`config.mk`:
```
export PLATFORM = sky130hd
export DESIGN_NAME = led_matrix_bcm_row_scanner_core
export DESIGN_NICKNAME = d
export VERILOG_FILES = /design/src/lmbrs_pkg.sv /design/src/lmbrs_front.sv /design/src/lmbrs_queue.sv /design/src/lmbrs_back.sv /design/src/led_matrix_bcm_row_scanner_core.sv
export SDC_FILE = /design/constraint.sdc
export NUM_CORES = 1
export LEC_CHECK = 0
export CAP_MARGIN = 20
export CELL_PAD_IN_SITES_DETAIL_PLACEMENT = 0
export CELL_PAD_IN_SITES_GLOBAL_PLACEMENT = 2
export CORE_ASPECT_RATIO = 1.4
export CORE_UTILIZATION = 46
export CTS_CLUSTER_DIAMETER = 100
export DETAILED_ROUTE_END_ITERATION = 16
export DONT_BUFFER_PORTS = 1
export GPL_ROUTABILITY_DRIVEN = 0
export PLACE_DENSITY_LB_ADDON = 0.25
export SYNTH_ARGS = -nofsm -noshare
export SYNTH_HDL_FRONTEND = slang
export SYNTH_SLANG_ARGS = --single-unit
export TNS_END_PERCENT = 5
```
`constraint.sdc`:
```
create_clock -name clock -period 17.1 [get_ports clock]
set_clock_uncertainty 0.1 [all_clocks]
set_input_delay 0.855 -clock clock [delete_from_list [all_inputs] [get_ports clock]]
set_output_delay 0.855 -clock clock [all_outputs]
set_load 0.01 [all_outputs]
```
`src/lmbrs_pkg.sv`:
```
// Shared package for the LED matrix row scanner: geometry constants, command
// and operation codes, channel payload structs and the brightness lookup.
// No dependencies; every other file in src imports it.
package lmbrs_pkg;

   // Matrix geometry.
   localparam int ROWS = 8;
   localparam int COLS = 8;
   localparam int ROW_IDX_W = $clog2(ROWS);
   localparam int COL_IDX_W = (COLS > 1) ? $clog2(COLS) : 1;

   // Field widths fixed by the interface.
   localparam int PIX_ROW_W   = 3;
   localparam int PIX_COL_W   = 3;
   localparam int COLOR_W     = 6;
   localparam int LEVEL_W     = 2;
   localparam int PASS_W      = 3;
   localparam int COLUMN_W    = 24;
   localparam int CHANNELS    = 3;
   localparam int LIT_W       = CHANNELS * COLS;

   // Modulation pass runs 1 to PASS_MAX and then wraps back to 1.
   localparam logic [PASS_W-1:0] PASS_FIRST = 3'd1;
   localparam logic [PASS_W-1:0] PASS_MAX   = 3'd7;

   // Queue between the front and back parts.
   localparam int QUEUE_DEPTH = 2;
   localparam int QUEUE_PTR_W = $clog2(QUEUE_DEPTH);
   localparam int QUEUE_CNT_W = $clog2(QUEUE_DEPTH + 1);

   // Command codes on the request channel.
   localparam logic [1:0] CMD_TICK  = 2'd0;
   localparam logic [1:0] CMD_PIXEL = 2'd1;
   localparam logic [1:0] CMD_DRAW  = 2'd2;

   // Classified operations passed from front to back.
   typedef enum logic [1:0] {
      OP_TICK  = 2'd0,
      OP_WRITE = 2'd1,
      OP_FLAG  = 2'd2
   } op_type;

   typedef logic [COLOR_W-1:0] color_type;
   typedef color_type [COLS-1:0] row_type;

   typedef struct packed {
      logic [1:0]           command;
      logic [PIX_ROW_W-1:0] pixel_row;
      logic [PIX_COL_W-1:0] pixel_col;
      logic [COLOR_W-1:0]   pixel_color;
      logic                 drawing_on;
   } req_type;

   typedef struct packed {
      logic [2:0]          row_index;
      logic                row_power;
      logic [COLUMN_W-1:0] column_bits;
      logic [PASS_W-1:0]   pass_index;
   } rsp_type;

   // One queued operation, with pixel coordinates already narrowed.
   typedef struct packed {
      op_type               op;
      logic [ROW_IDX_W-1:0] row;
      logic [COL_IDX_W-1:0] col;
      color_type            color;
      logic                 flag;
   } item_type;

   // A channel of the given level is lit on passes up to 1, 4 or every pass.
   function automatic logic channel_lit(input logic [LEVEL_W-1:0] level,
                                        input logic [PASS_W-1:0] pass);
      logic lit;
      case (level)
         2'd0:    lit = 1'b0;
         2'd1:    lit = (pass <= 3'd1);
         2'd2:    lit = (pass <= 3'd4);
         default: lit = 1'b1;
      endcase
      return lit;
   endfunction

endpackage

```
`src/lmbrs_front.sv`:
```
// Front part of the row scanner: accepts request transactions, classifies the
// command and drops pixel writes outside the matrix and unused commands.
// Depends on lmbrs_pkg.
module lmbrs_front (
   input  lmbrs_pkg::req_type  req_data,
   input  logic                req_valid,
   output logic                req_ready,
   output lmbrs_pkg::item_type push_data,
   output logic                push_valid,
   input  logic                push_ready
);
   import lmbrs_pkg::*;

   logic in_matrix;
   logic keep;

   // A pixel write counts only when it lands inside the matrix.
   assign in_matrix = (32'(req_data.pixel_row) < ROWS) && (32'(req_data.pixel_col) < COLS);

   // Classify the command into a queued operation.
   always_comb begin
      push_data.op    = OP_TICK;
      push_data.row   = ROW_IDX_W'(req_data.pixel_row);
      push_data.col   = COL_IDX_W'(req_data.pixel_col);
      push_data.color = req_data.pixel_color;
      push_data.flag  = req_data.drawing_on;
      keep            = 1'b0;
      case (req_data.command)
         CMD_TICK: begin
            push_data.op = OP_TICK;
            keep         = 1'b1;
         end
         CMD_PIXEL: begin
            push_data.op = OP_WRITE;
            keep         = in_matrix;
         end
         CMD_DRAW: begin
            push_data.op = OP_FLAG;
            keep         = 1'b1;
         end
         default: begin
            keep = 1'b0;
         end
      endcase
   end

   // Dropped transactions are still accepted, but only when the queue could
   // have taken them, so acceptance never depends on the payload.
   assign req_ready  = push_ready;
   assign push_valid = req_valid && keep;

endmodule

```
`src/lmbrs_queue.sv`:
```
// Short FIFO that decouples the classifying front from the scanning back.
// Depends on lmbrs_pkg for the item type and depth.
module lmbrs_queue (
   input  logic                clock,
   input  logic                reset,
   input  lmbrs_pkg::item_type push_data,
   input  logic                push_valid,
   output logic                push_ready,
   output lmbrs_pkg::item_type pop_data,
   output logic                pop_valid,
   input  logic                pop_ready
);
   import lmbrs_pkg::*;

   item_type               slot_ff [QUEUE_DEPTH];
   logic [QUEUE_PTR_W-1:0] wr_ptr_ff, wr_ptr_in;
   logic [QUEUE_PTR_W-1:0] rd_ptr_ff, rd_ptr_in;
   logic [QUEUE_CNT_W-1:0] count_ff, count_in;
   logic                   do_push;
   logic                   do_pop;

   assign push_ready = (32'(count_ff) < QUEUE_DEPTH);
   assign pop_valid  = (count_ff != '0);
   assign pop_data   = slot_ff[rd_ptr_ff];
   assign do_push    = push_valid && push_ready;
   assign do_pop     = pop_valid && pop_ready;

   // Pointer and occupancy update.
   always_comb begin
      wr_ptr_in = wr_ptr_ff;
      rd_ptr_in = rd_ptr_ff;
      count_in  = count_ff;
      if (do_push) begin
         wr_ptr_in = (32'(wr_ptr_ff) == QUEUE_DEPTH - 1) ? '0 :
                     QUEUE_PTR_W'(wr_ptr_ff + 1'b1);
      end
      if (do_pop) begin
         rd_ptr_in = (32'(rd_ptr_ff) == QUEUE_DEPTH - 1) ? '0 :
                     QUEUE_PTR_W'(rd_ptr_ff + 1'b1);
      end
      if (do_push && !do_pop) begin
         count_in = QUEUE_CNT_W'(count_ff + 1'b1);
      end else if (do_pop && !do_push) begin
         count_in = QUEUE_CNT_W'(count_ff - 1'b1);
      end
   end

   always_ff @(posedge clock) begin
      if (reset) begin
         wr_ptr_ff <= '0;
         rd_ptr_ff <= '0;
         count_ff  <= '0;
      end else begin
         wr_ptr_ff <= wr_ptr_in;
         rd_ptr_ff <= rd_ptr_in;
         count_ff  <= count_in;
      end
   end

   // Storage needs no reset; occupancy guards it.
   always_ff @(posedge clock) begin
      if (do_push) begin
         slot_ff[wr_ptr_ff] <= push_data;
      end
   end

endmodule

```
`src/lmbrs_back.sv`:
```
// Back part of the row scanner: frame stores, scan row and pass counters,
// frame swap and the registered response stage.
// Depends on lmbrs_pkg.
module lmbrs_back (
   input  logic                clock,
   input  logic                reset,
   input  lmbrs_pkg::item_type pop_data,
   input  logic                pop_valid,
   output logic                pop_ready,
   output lmbrs_pkg::rsp_type  rsp_data,
   output logic                rsp_valid,
   input  logic                rsp_ready
);
   import lmbrs_pkg::*;

   row_type              front_ff [ROWS];
   row_type              back_ff  [ROWS];
   logic                 dirty_ff;
   logic                 drawing_ff;
   logic [ROW_IDX_W-1:0] scan_row_ff, scan_row_in;
   logic [PASS_W-1:0]    scan_pass_ff, scan_pass_in;
   logic                 out_valid_ff, out_valid_in;
   rsp_type              out_data_ff, out_data_in;

   logic                 is_tick;
   logic                 do_pop;
   logic                 do_tick;
   logic                 do_write;
   logic                 do_flag;
   logic                 row_wrap;
   logic                 swap;
   row_type              row_data;
   logic [LIT_W-1:0]     lit;
   logic [COLUMN_W-1:0]  column_bits;

   // Ticks need a free response stage; other operations always drain.
   assign is_tick   = (pop_data.op == OP_TICK);
   assign pop_ready = !is_tick || !out_valid_ff || rsp_ready;
   assign do_pop    = pop_valid && pop_ready;
   assign do_tick   = do_pop && is_tick;
   assign do_write  = do_pop && (pop_data.op == OP_WRITE);
   assign do_flag   = do_pop && (pop_data.op == OP_FLAG);

   // Next scan position.
   always_comb begin
      row_wrap     = (scan_row_ff == ROW_IDX_W'(ROWS - 1));
      scan_row_in  = row_wrap ? '0 : ROW_IDX_W'(scan_row_ff + 1'b1);
      scan_pass_in = scan_pass_ff;
      if (row_wrap) begin
         scan_pass_in = (scan_pass_ff == PASS_MAX) ? PASS_FIRST :
                        PASS_W'(scan_pass_ff + 1'b1);
      end
   end

   // Swap at the top of the first pass if the back frame was written, unless drawing holds it back.
   assign swap     = do_tick && (scan_row_in == '0) && (scan_pass_in == PASS_FIRST) &&
                     !drawing_ff && dirty_ff;
   assign row_data = swap ? back_ff[scan_row_in] : front_ff[scan_row_in];

   // Per-channel lit decision for every column of the row, in parallel.
   for (genvar c = 0; c < COLS; c++) begin : g_col
      for (genvar k = 0; k < CHANNELS; k++) begin : g_chan
         assign lit[CHANNELS * c + k] =
            channel_lit(row_data[c][COLOR_W - LEVEL_W * (k + 1) +: LEVEL_W], scan_pass_in);
      end
   end

   // Keep the low bits of the column word, zero above the last column.
   for (genvar p = 0; p < COLUMN_W; p++) begin : g_bit
      if (p < LIT_W) begin : g_used
         assign column_bits[p] = lit[p];
      end else begin : g_unused
         assign column_bits[p] = 1'b0;
      end
   end

   // Response stage contents.
   always_comb begin
      out_data_in.row_index   = 3'(scan_row_in);
      out_data_in.row_power   = |lit;
      out_data_in.column_bits = column_bits;
      out_data_in.pass_index  = scan_pass_in;
      out_valid_in            = out_valid_ff;
      if (do_tick) begin
         out_valid_in = 1'b1;
      end else if (rsp_ready) begin
         out_valid_in = 1'b0;
      end
   end

   // Control state and frame stores.
   always_ff @(posedge clock) begin
      if (reset) begin
         for (int r = 0; r < ROWS; r++) begin
            front_ff[r] <= '0;
            back_ff[r]  <= '0;
         end
         dirty_ff     <= 1'b0;
         drawing_ff   <= 1'b0;
         scan_row_ff  <= ROW_IDX_W'(ROWS - 1);
         scan_pass_ff <= '0;
         out_valid_ff <= 1'b0;
      end else begin
         out_valid_ff <= out_valid_in;
         if (do_tick) begin
            scan_row_ff  <= scan_row_in;
            scan_pass_ff <= scan_pass_in;
         end
         if (swap) begin
            for (int r = 0; r < ROWS; r++) begin
               front_ff[r] <= back_ff[r];
            end
            dirty_ff <= 1'b0;
         end
         if (do_write) begin
            back_ff[pop_data.row][pop_data.col] <= pop_data.color;
            dirty_ff                            <= 1'b1;
         end
         if (do_flag) begin
            drawing_ff <= pop_data.flag;
         end
      end
   end

   // Response payload register.
   always_ff @(posedge clock) begin
      if (do_tick) begin
         out_data_ff <= out_data_in;
      end
   end

   assign rsp_valid = out_valid_ff;
   assign rsp_data  = out_data_ff;

endmodule

```
`src/led_matrix_bcm_row_scanner_core.sv`:
```
// Top level of the LED matrix row scanner: joins front, queue and back parts.
// Depends on lmbrs_pkg, lmbrs_front, lmbrs_queue and lmbrs_back.
//
// Usage:
//   The request channel (req_valid, req_ready, req_data) carries commands:
//   a scan tick, a pixel write into the back frame, or a drawing flag update.
//   Pixel writes outside the matrix and unused command codes are accepted
//   and discarded. Only a scan tick produces a response on the rsp channel
//   (rsp_valid, rsp_ready, rsp_data): the row driven, its column drive bits,
//   a row power bit and the modulation pass.
//   A tick's response passes through the two-entry queue and then the
//   response register before it is shown on the rsp channel.
//   Throughput: one transaction per cycle while rsp_ready stays high; the
//   whole row is evaluated in parallel from a flip-flop frame store, and a
//   frame swap loads every row of the front frame in the same cycle.
//   When the receiver stalls, the response register holds its transaction;
//   pixel writes and flag updates behind it keep draining, and the queue
//   fills with up to two entries before req_ready falls.
//   Reset clears both frames to dark, the dirty and drawing flags, and sets
//   the scan so that the first tick drives row 0 of pass 1.
module led_matrix_bcm_row_scanner_core (
   input  logic               clock,
   input  logic               reset,
   input  logic               req_valid,
   output logic               req_ready,
   input  lmbrs_pkg::req_type req_data,
   output logic               rsp_valid,
   input  logic               rsp_ready,
   output lmbrs_pkg::rsp_type rsp_data
);
   import lmbrs_pkg::*;

   item_type push_data;
   logic     push_valid;
   logic     push_ready;
   item_type pop_data;
   logic     pop_valid;
   logic     pop_ready;

   // Classify incoming transactions.
   lmbrs_front u_front (
      .req_data   (req_data),
      .req_valid  (req_valid),
      .req_ready  (req_ready),
      .push_data  (push_data),
      .push_valid (push_valid),
      .push_ready (push_ready)
   );

   // Decoupling queue.
   lmbrs_queue u_queue (
      .clock      (clock),
      .reset      (reset),
      .push_data  (push_data),
      .push_valid (push_valid),
      .push_ready (push_ready),
      .pop_data   (pop_data),
      .pop_valid  (pop_valid),
      .pop_ready  (pop_ready)
   );

   // Frame stores, scan and response.
   lmbrs_back u_back (
      .clock     (clock),
      .reset     (reset),
      .pop_data  (pop_data),
      .pop_valid (pop_valid),
      .pop_ready (pop_ready),
      .rsp_data  (rsp_data),
      .rsp_valid (rsp_valid),
      .rsp_ready (rsp_ready)
   );

endmodule

```
==> impl_metrics.csv, run 1 <==
group,metric,value,unit
clocking,hold_buffers,0,
logic_synthesis,synthTopCellsByCount,"edfxtp_1, nor2_1, and2_1",
flow_run,drv_cap,0,
status,status,"complete, but fails checks",
logic_synthesis,ys_seq_elements,843,
logic_synthesis,synth_compound_area_frac,0.0484,
global_routing,grt_overflow_total,0,
layout,fill_cells,6758,
worst_setup_path,worstSetupPathType,"flop to flop",
sta,relSlewSlack,-0.156,
global_routing,antenna_found_initial,1,
worst_setup_path,cp-end-kind,"flop",
layout,nets,2711,
worst_setup_path,cpPeakStageDelay,0.79,ns
floorplanning,initial_core_util,0.464,
sta,hold_viol,0,
logic_synthesis,yosysTopAreaCell,"edfxtp_1",
logic_synthesis,synthAdderAreaFrac,0.00202,
layout,fin_cells,3810,
status,violations,"slew limit",
worst_setup_path,crit_arrival,6.64,ns
worst_setup_path,crit_path_frequent_cell,"buf_4",
sta,tightestPinTransition,1.73,ns
floorplanning,die_x,242,um
logic_synthesis,ys_types,67,
clocking,clock-sinks,843,
logic_synthesis,synth_top_family_by_area,"simple AND/OR/NAND/NOR gates",
sta,whs,0.196,ns
floorplanning,core,80200,um2
layout,final_cell_area,41000,um2
worst_setup_path,path_cells,"ha_1 -> ha_4 -> or3b_1 -> a2111oi_4 -> nand3_4 -> buf_4 -> nand2b_4 -> buf_12 -> buf_4 -> buf_4",
layout,drive_gt1_frac,0.111,
sta,finalSetupViolCount,0,
floorplanning,dieHeight,338,um
global_routing,grt_pass1_wl,147,mm
drt,ant_nets,0,
clocking,cts_buffer_depth,3,
logic_synthesis,yosys_warnings,0,
sta,min_period,6.47,ns
drt,drt-initial-drc-count,1863,
sta,fin_setup_tns,0,ns
logic_synthesis,ys_seq_area_frac,0.677,
logic_synthesis,muxShareOfSynthArea,0.0767,
logic_synthesis,syn-num-nets,2770,
floorplanning,fp-row-count,123,
clocking,post_cts_buffers,0,
logic_synthesis,synth_flop_cell,"edfxtp_1",
drt,drcViolationCount,0,
sta,drv_slew,143,
logic_synthesis,netlist_area,37200,um2
worst_setup_path,cp_slowest_cell,"buf_4",
power,powerDensity,149,nW/um2
min_path,hold_path.class,"input pin to flop",
sta,max_freq,155,MHz
logic_synthesis,synth.most_common_cell,"edfxtp_1",
drt,vias,22100,
logic_synthesis,synth-simple-area-share,0.171,
global_routing,grt_usage,0.244,
logic_synthesis,synthXorXnorAreaFrac,0.000942,
clocking,post_cts_resized,0,
logic_synthesis,synth-edff-count,829,
global_routing,grt_max_degree,205,
power,peakVddDrop,0.123,mV
placed_design,dpl_cell_area,38200,um2
worst_setup_path,crit_buf_inv,4,
logic_synthesis,synthTopCellsByArea,"edfxtp_1, mux4_2, and2_1, nor2_1, nand2_1",
sta,rsz0062_at_grt,"no",
global_routing,first_global_vias,22400,
worst_setup_path,crit_family,"buffers and inverters",
clocking,cts_tree,"yes",
power,leakagePower,14.2,nW
logic_synthesis,avgSynthCellArea,13.5,um2
clocking,cts-root-buf,"clkbuf_16",
layout,area_growth,10.3,%
clocking,clk_pin_slew_worst_paths,0.06,ns
worst_setup_path,start_kind,"flop",
drt,routed_wl,99.2,mm
drt,dr.pass1.iters,5,
placed_design,dp_cells,3661,
layout,multiInputGateArea,11300,um2
placed_design,place_hpwl,61.9,mm
drt,viasPerCell,5.79,
floorplanning,boundaryPins,52,
logic_synthesis,synthDominantCellAreaShare,0.670,
worst_setup_path,critPathMaxFanout,204,
worst_setup_path,required,17.26,ns
drt,wire_per_inst,26.0,um
logic_synthesis,synth_cells,2745,
sta,period_share,0.378,
clocking,cts_max_level,3,
floorplanning,dieArea,82000,um2
clocking,clk_latency,0.64,ns
placed_design,io_buffers,0,
layout,regArea,25200,um2
logic_synthesis,async_flop_share,0,
clocking,numCtsBuffers,82,
==> path summary, 6_finish.rpt <==
kind	from	end	slack, ns	cells after the start
max	u_back.scan_row_ff[0]	u_back.front_ff[0][40]	10.63	10
min	reset	u_queue.count_ff[1]	0.20	1
max reg2reg	u_back.scan_row_ff[0]	u_back.front_ff[0][40]	10.63	10
min reg2reg	u_queue.rd_ptr_ff	flop	0.40	2
==> metrics by stage <==
stage	setup WS (ns)	power, mW	utilization
2_1_floorplan	4.72	3.52	-
3_3_place_gp	10.60	4.22	0.476
3_5_place_dp	10.48	4.24	0.476
4_1_cts	10.48	6.13	0.511
5_1_grt	10.21	6.31	0.511
6_report	10.63	6.09	0.512
==> logic make-up (layout without fill, tap and decap cells) <==
kind of cell             after synthesis  count (layout)
XOR/XNOR                               4               4
flip-flops                           843             843
buffers and inverters                210             212
other                                  0               1
adder cells (fa/ha/maj)                6               6
AND/OR/NAND/NOR                     1272            1272
multiplexers                         158             158
AO/OA/AOI/OAI                        252             252
==> cell type report <==
| cell class | count | share of cell area |
|---|---|---|
| flip-flops and latches | 843 | 0.614 |
| multi-input cells | 1692 | 0.275 |
| diodes | 1 | 0.0000610 |
| inverters | 24 | 0.00226 |
| well taps | 1062 | 0.0324 |
| clock buffers | 99 | 0.0539 |
| repair buffers | 43 | 0.00872 |
| clock inverters | 46 | 0.0140 |
==> cells in the final DEF, fill, tap and decap left out, types with 6 or more instances in the layout <==
cell type     n
clkinv_1     15
a211oi_1     68
nor3b_1      51
o22ai_1       6
mux2_2        6
o21ai_0      42
nand2_1     209
nand2b_1     68
a221oi_1      9
inv_1        22
nand4_1      10
edfxtp_1    829
a21oi_1      31
nand3_1      26
clkinvlp_4    6
o211ai_1     19
clkbuf_1     12
and2_1      288
or4_1        15
clkbuf_16    86
o21a_1       16
a32oi_1      14
nor2_1      449
a31oi_1       6
nor2_2        9
mux2i_1      45
dfxtp_1      12
mux4_2      101
mux2i_4       6
nor3_1       18
clkinv_2     11
nor2b_1     101
buf_4        39
bufinv_16    13
==> layer usage <==
layer  part of all wire  GRT usage
met1               0.41      0.317
met2               0.51      0.422
met3              0.054     0.0358
met4              0.025     0.0763
met5                  0          0
==> power breakdown <==
group	internal, mW	total [mW]	switching [mW]
clock network	1.12	1.90	0.781
registers	2.42	2.50	0.0787
logic	0.494	1.70	1.20
==> sequential cells by signal (all words and copies together), names as in the netlist, named ones only <==
name	count
u_back.back_ff	384
u_back.dirty_ff	1
u_back.drawing_ff	1
u_back.front_ff	384
u_back.rsp_data	31
u_back.rsp_valid	1
u_back.scan_pass_ff	3
u_back.scan_row_ff	3
u_queue.count_ff	2
u_queue.rd_ptr_ff	1
u_queue.slot_ff	30
u_queue.wr_ptr_ff	1
Power figures use the tool's default switching activity.
==> inputs of run 2 (changes only) <==
--- a/config.mk
+++ b/config.mk
@@ -5,11 +5,12 @@
 export SDC_FILE = /design/constraint.sdc
 export NUM_CORES = 1
 export LEC_CHECK = 0
+export ABC_AREA = 1
 export CAP_MARGIN = 20
 export CELL_PAD_IN_SITES_DETAIL_PLACEMENT = 0
 export CELL_PAD_IN_SITES_GLOBAL_PLACEMENT = 2
 export CORE_ASPECT_RATIO = 1.4
-export CORE_UTILIZATION = 46
+export CORE_UTILIZATION = 41
 export CTS_CLUSTER_DIAMETER = 100
 export DETAILED_ROUTE_END_ITERATION = 16
 export DONT_BUFFER_PORTS = 1
==> constraint.sdc (replaced) <==
create_clock -name clock -period 6.5 [get_ports clock]
set_clock_uncertainty 0.1 [all_clocks]
set_input_delay 0.325 -clock clock [delete_from_list [all_inputs] [get_ports clock]]
set_output_delay 0.325 -clock clock [all_outputs]
set_load 0.01 [all_outputs]
==> run 2 against run 1 <==
  * The run now ends clean
  * Final cell count rose by 40%
  * Synthesized cell count rose by 51%
  * Worst setup slack got worse by 8.9 ns
  * First-iteration DRC count rose by 9.1%
  * Global-route usage fell by 1.1 points
  * Non-clock buffer count rose by 30
  * Total power rose to 3.0 times the previous value
  * Critical path depth rose by 1
  * Clock-buffer cell count rose by 6
  * Die area rose by 18%
  * Design area rose by 5.0%
  * Core utilization fell by 5.3 points
==> impl_metrics.csv, run 2 <==
group,metric,value,unit
logic_synthesis,yosys_warnings,0,
drt,ant_nets,0,
logic_synthesis,synthTopCellsByCount,"nor2_1, edfxtp_1, nand2_1",
clocking,cts_max_level,3,
floorplanning,die_x,263,um
logic_synthesis,syn-num-nets,4179,
layout,nets,4088,
min_path,hold_path_depth,2,
sta,tightestPinTransition,1.19,ns
clocking,cts-root-buf,"clkbuf_16",
worst_setup_path,r2r_cells,11,
sta,setup_slack,1.76,ns
flow_run,drv_cap,0,
floorplanning,core,94000,um2
logic_synthesis,avgSynthCellArea,9.39,um2
layout,final_cell_mix,"nor2_1, edfxtp_1, nand2_1, inv_1, nand3_1",
logic_synthesis,synth_flop_cell,"edfxtp_1",
placed_design,place_ws,1.76,ns
worst_setup_path,timing.rr.start,"u_back.scan_row_ff[0]",
clocking,post_cts_resized,0,
logic_synthesis,synthDominantCellAreaShare,0.638,
sta,hold_viol,0,
clocking,cts_buffer_depth,3,
power,powerDensity,425,nW/um2
drt,viasPerCell,5.10,
status,status,"finished, final reports clean",
global_routing,antenna_found_initial,0,
drt,drt-initial-drc-count,2032,
logic_synthesis,synthTopCellsByArea,"edfxtp_1, nor2_1, nand2_1, inv_1, nand3_1",
placed_design,place_hpwl,65.6,mm
logic_synthesis,ys_seq_elements,843,
min_path,whs_endpoint,"u_back.front_ff[7][11]",
min_path,hold_start,"reset",
clocking,clk_latency,0.68,ns
min_path,hold_path.class,"input pin to flop",
sta,min_period,4.74,ns
floorplanning,boundaryPins,52,
worst_setup_path,reg2reg_slack,1.76,ns
logic_synthesis,ys_seq_area_frac,0.646,
sta,max_freq,211,MHz
worst_setup_path,required,6.69,ns
power,leakagePower,17.3,nW
worst_setup_path,crit_arrival,4.93,ns
clocking,clock-sinks,843,
logic_synthesis,yosysTopAreaCell,"edfxtp_1",
drt,wire_per_inst,20.9,um
sta,finalSetupViolCount,0,
logic_synthesis,synth.most_common_cell,"nor2_1",
clocking,cts_tree,"yes",
clocking,numCtsBuffers,86,
floorplanning,initial_core_util,0.415,
logic_synthesis,synth-edff-count,829,
layout,diodes,0,
global_routing,grt_pass1_wl,168,mm
worst_setup_path,rr_endpoint,"u_back.front_ff[1][20]",
global_routing,grt_max_degree,153,
sta,period_share,0.729,
global_routing,grt_usage,0.233,
logic_synthesis,ys_types,26,
floorplanning,dieArea,96300,um2
drt,dr.pass1.iters,6,
logic_synthesis,synth_cells,4154,
placed_design,io_buffers,0,
global_routing,grt_overflow_total,0,
power,peakVddDrop,0.418,mV
worst_setup_path,worstSetupPathType,"flop to flop",
clocking,clk_pin_slew_worst_paths,0.07,ns
worst_setup_path,critPathMaxFanout,70,
drt,routed_wl,112,mm
worst_setup_path,start_kind,"flop",
drt,drcViolationCount,0,
global_routing,first_global_vias,26400,
worst_setup_path,cp-end-kind,"flop",
floorplanning,dieHeight,367,um
sta,drv_slew,0,
layout,final_common_cell,"nor2_1",
layout,drive_gt1_frac,0.0523,
sta,rsz0062_at_grt,"no",
logic_synthesis,netlist_area,39000,um2
logic_synthesis,async_flop_share,0,
sta,fin_setup_tns,0,ns
floorplanning,fp-row-count,133,
drt,vias,27300,
layout,area_growth,10.5,%
sta,relSlewSlack,0.208,
## run 2: cell count changes in the layout (fill, tap and decap cells not counted), sizes merged, moves of 51 or more
cell | previous run | this run
inv | 23 | 486
and2 | 288 | 0
nand2b | 69 | 0
o21ai | 44 | 298
nand2 | 209 | 786
nor3b | 51 | 0
a211oi | 68 | 0
nand3 | 27 | 292
a21oi | 31 | 161
nor2 | 460 | 985
mux4 | 101 | 0
nor2b | 103 | 0
## run 2: power breakdown
part	switching, mW	internal [mW]
Sequential	0.173	6.44
Combinational	4.97	1.65
Clock	2.13	2.93
## run 2: final cells by class
cell class                 instances  area, um2
tap                             1215       1520
inverter                         487       1840
multi-input combinational       2572      11000
clock inverter                    49        512
fill                            8919      50900
clock buffer                     105       2290
timing repair buffer              73        726
sequential                       843      25200
## run 2: worst max-delay path by stage
stage	from	to	depth (start not counted)
floorplan	u_back.scan_row_ff[0]	u_back.front_ff[0][0]	12
global placement	u_back.scan_row_ff[0]	u_back.front_ff[3][20]	11
detailed placement	u_back.scan_row_ff[0]	u_back.front_ff[2][18]	11
CTS	u_back.scan_row_ff[0]	u_back.front_ff[0][20]	11
global route	u_back.scan_row_ff[0]	u_back.front_ff[1][20]	11
finish	u_back.scan_row_ff[0]	u_back.front_ff[1][20]	11
## run 2: repair_timing
item	CTS	global route
buffers inserted	0	0
endpoints found under the hold margin	128	0
hold buffers	18	0
## run 2: worst max-delay path, cell delays in order (launching register included)
cell and delay (ns):
dfxtp_1 0.40, ha_1 0.27, ha_4 0.75, inv_4 0.40
nand3_1 0.25, inv_1 0.06, nand2_1 0.06, nor2_1 0.07
nand3_4 0.14, buf_4 0.65, nand2_8 0.53, buf_4 0.59
## run 2: cells by family after synthesis
family | after synthesis | share of synthesized area
AO/OA/AOI/OAI | 486 | 0.0641
adder cells (fa/ha/maj) | 6 | 0.00193
buffers and inverters | 739 | 0.0762
flip-flops | 843 | 0.646
multiplexers | 7 | 0.00180
AND/OR/NAND/NOR | 2073 | 0.210
## run 2: per-layer routing
layer | up-vias | share of wire | track usage
met5 | - | 0 | 0
li1 | 13400 | - | -
met4 | 0 | 0.026 | 0.0784
met2 | 575 | 0.51 | 0.416
met3 | 144 | 0.040 | 0.0262
met1 | 13200 | 0.42 | 0.293
## run 2: stage by stage
stage | cell area, um2 | hold slack (ns) | utilization | std cells | total power [mW]
after global placement | 40000 | 0.324 | 0.426 | 5169 | 13.4
final | 43100 | 0.0295 | 0.458 | 5344 | 18.3
after detailed placement | 40100 | 0.324 | 0.426 | 5171 | 13.4
after floorplan | 39000 | 0.324 | - | 4154 | 10.7
after global routing | 43100 | 0.0895 | 0.458 | 5344 | 19.3
after CTS | 43100 | 0.0227 | 0.458 | 5343 | 18.5
==> inputs of run 3 (changes only) <==
==> constraint.sdc (replaced) <==
create_clock -name clock -period 4.6 [get_ports clock]
set_clock_uncertainty 0.1 [all_clocks]
set_input_delay 0.23 -clock clock [delete_from_list [all_inputs] [get_ports clock]]
set_output_delay 0.23 -clock clock [all_outputs]
set_load 0.01 [all_outputs]
==> run 3 against run 2 <==
  * Critical path depth grew 8
  * Maximum frequency up 17%
  * Core utilization is 0.49 points higher
  * Total power grew 42%
  * Non-clock buffer count up 32
  * First-iteration DRC count is 9.2% lower
  * Die area stayed put
  * Sequential share of layout area down 0.62 points
  * Global-route usage about the same
  * Clock-buffer cell count fell by 1
  * Design area rose by 1.1%
  * Critical endpoint is now u_back.rsp_data[27]
  * Largest cell class unchanged
  * Highest routed layer is now met5
==> impl_metrics.csv, run 3 (synthesis gave the netlist of run 2 again) <==
group,metric,value,unit
sta,whs,0.0959,ns
clocking,cts_max_level,3,
clocking,numCtsBuffers,87,
global_routing,grt_pass1_wl,167,mm
power,pwr-share-comb,0.368,
placed_design,place_ws,0.502,ns
sta,rsz0062_at_grt,"no",
power,clkPwrFrac,0.274,
clocking,cts_buffer_depth,3,
clocking,clk_pin_slew_worst_paths,0.06,ns
drt,dr.pass1.iters,5,
worst_setup_path,path_cells,"ha_1 -> ha_4 -> inv_4 -> nand2_8 -> buf_12 -> buf_4 -> nand2_1 -> nand3_1 -> nand3_1 -> nand2_1 -> nand3_1 -> nand2_1 -> nand2_1 -> nand2_1 -> nand2_1 -> nor2_1 -> nand2_1 -> nor2_1 -> nand2_1",
sta,min_period,4.05,ns
clocking,cts_tree,"yes",
sta,setup_slack,0.551,ns
power,p_sw_frac,0.399,
power,power_switching,10.4,mW
sta,period_share,0.880,
global_routing,grt_usage,0.233,
layout,diodes,0,
layout,area_growth,11.7,%
power,powerDensity,597,nW/um2
placed_design,place_hpwl,66.8,mm
sta,finalSetupViolCount,0,
layout,fin_cells,5380,
clocking,post_cts_buffers,0,
floorplanning,fp-row-count,133,
worst_setup_path,required,4.92,ns
drt,drt-initial-drc-count,1846,
floorplanning,boundaryPins,52,
clocking,clk_latency,0.69,ns
global_routing,antenna_found_initial,3,
floorplanning,die_x,263,um
layout,final_common_cell,"nor2_1",
power,peakVddDrop,0.620,mV
layout,final_cell_mix,"nor2_1, edfxtp_1, nand2_1, inv_1, nand3_1",
layout,drive_gt1_frac,0.0598,
flow_run,drv_cap,0,
min_path,hold_path.class,"input pin to flop",
drt,viasPerCell,5.11,
worst_setup_path,crit_arrival,4.37,ns
power,p_seq_frac,0.358,
sta,max_freq,247,MHz
drt,wire_per_inst,20.6,um
clocking,cts-root-buf,"clkbuf_16",
worst_setup_path,worstSetupPathType,"flop to flop",
global_routing,grt_overflow_total,0,
worst_setup_path,crit_path_frequent_cell,"nand2_1",
layout,nets,4121,
sta,relSlewSlack,0.233,
placed_design,dp_cells,5202,
global_routing,grt_max_degree,170,
sta,tightestPinTransition,1.15,ns
sta,fin_setup_tns,0,ns
power,leakagePower,17.6,nW
global_routing,first_global_vias,27000,
floorplanning,dieArea,96300,um2
status,status,"finished, final reports clean",
worst_setup_path,start_kind,"flop",
sta,hold_viol,0,
floorplanning,core,94000,um2
worst_setup_path,cp_slowest_cell,"dfxtp_1",
worst_setup_path,cpPeakStageDelay,0.50,ns
worst_setup_path,critPathMaxFanout,63,
drt,routed_wl,111,mm
clocking,clock-sinks,843,
drt,vias,27500,
placed_design,io_buffers,0,
worst_setup_path,cp-end-kind,"flop",
power,power.internal,15.6,mW
floorplanning,initial_core_util,0.415,
drt,ant_nets,0,
sta,drv_slew,0,
drt,drcViolationCount,0,
floorplanning,dieHeight,367,um
## run 3: cell count changes in the layout (fill, tap and decap cells not counted), moves of 3 or more
cell	before	now
buf_12	8	26
buf_4	45	59
bufinv_16	11	8
clkinv_1	16	13
clkinv_2	19	24
clkinv_8	0	4
nor2_1	977	983
nor2_2	7	1
## run 3: path summary, 6_finish.rpt
check	startpoint	end	slack, ns	cells after the start
min	req_data[0]	u_queue.slot_ff[0][0]	0.1	1
min reg2reg	u_queue.rd_ptr_ff	flop	0.38	2
max reg2reg	u_back.scan_row_ff[0]	u_back.rsp_data[27]	0.55	19
max	u_back.scan_row_ff[0]	u_back.rsp_data[27]	0.55	19
## run 3: repair_timing
| action | 4_1_cts | 5_1_grt |
|---|---|---|
| hold endpoints to repair | 134 | 0 |
| resized for setup | 0 | 0 |
| endpoints found under the setup margin | 0 | 0 |
| hold buffers | 20 | 0 |
## run 3: power by group through the flow
stage / logic (mW) / registers (mW) / clock network, mW
2_1_floorplan: 5.63 / 9.42 / 0
3_3_place_gp: 9.73 / 9.47 / 0
3_5_place_dp: 9.67 / 9.48 / 0
4_1_cts: 9.73 / 9.32 / 7.28
5_1_grt: 10.5 / 9.36 / 7.54
6_report: 9.57 / 9.31 / 7.13
## run 3: area by class of cell
class	count	area [um2]
Multi-Input combinational cell	2572	11000
Sequential cell	843	25200
Inverter	487	1840
Fill cell	9003	50500
Timing Repair Buffer	105	1180
Tap cell	1215	1520
Clock buffer	104	2290
Clock inverter	54	528
## run 3: metal layers
metal,up-vias,GRT usage,routed length (um)
met2,530,0.421,57500
met3,171,0.0242,4010
met5,-,0,13
met4,2,0.0863,3510
met1,13400,0.286,46000
li1,13400,-,-
## run 3: metrics by stage
stage	area, um2	total power, mW	util
global placement	40500	19.2	0.431
detailed placement	40500	19.1	0.431
CTS	43500	26.3	0.463
global route	43500	27.4	0.463
finish	43500	26.0	0.463
floorplan	39000	15.1	-
## run 3: critical path, delay by kind of cell, from the launching register on
kind | cells | cell delay (ns)
and+or+nand+nor | 14 | 2.06
DFF | 1 | 0.50
buffers and inverters | 3 | 0.65
adders and majority gates | 2 | 0.44
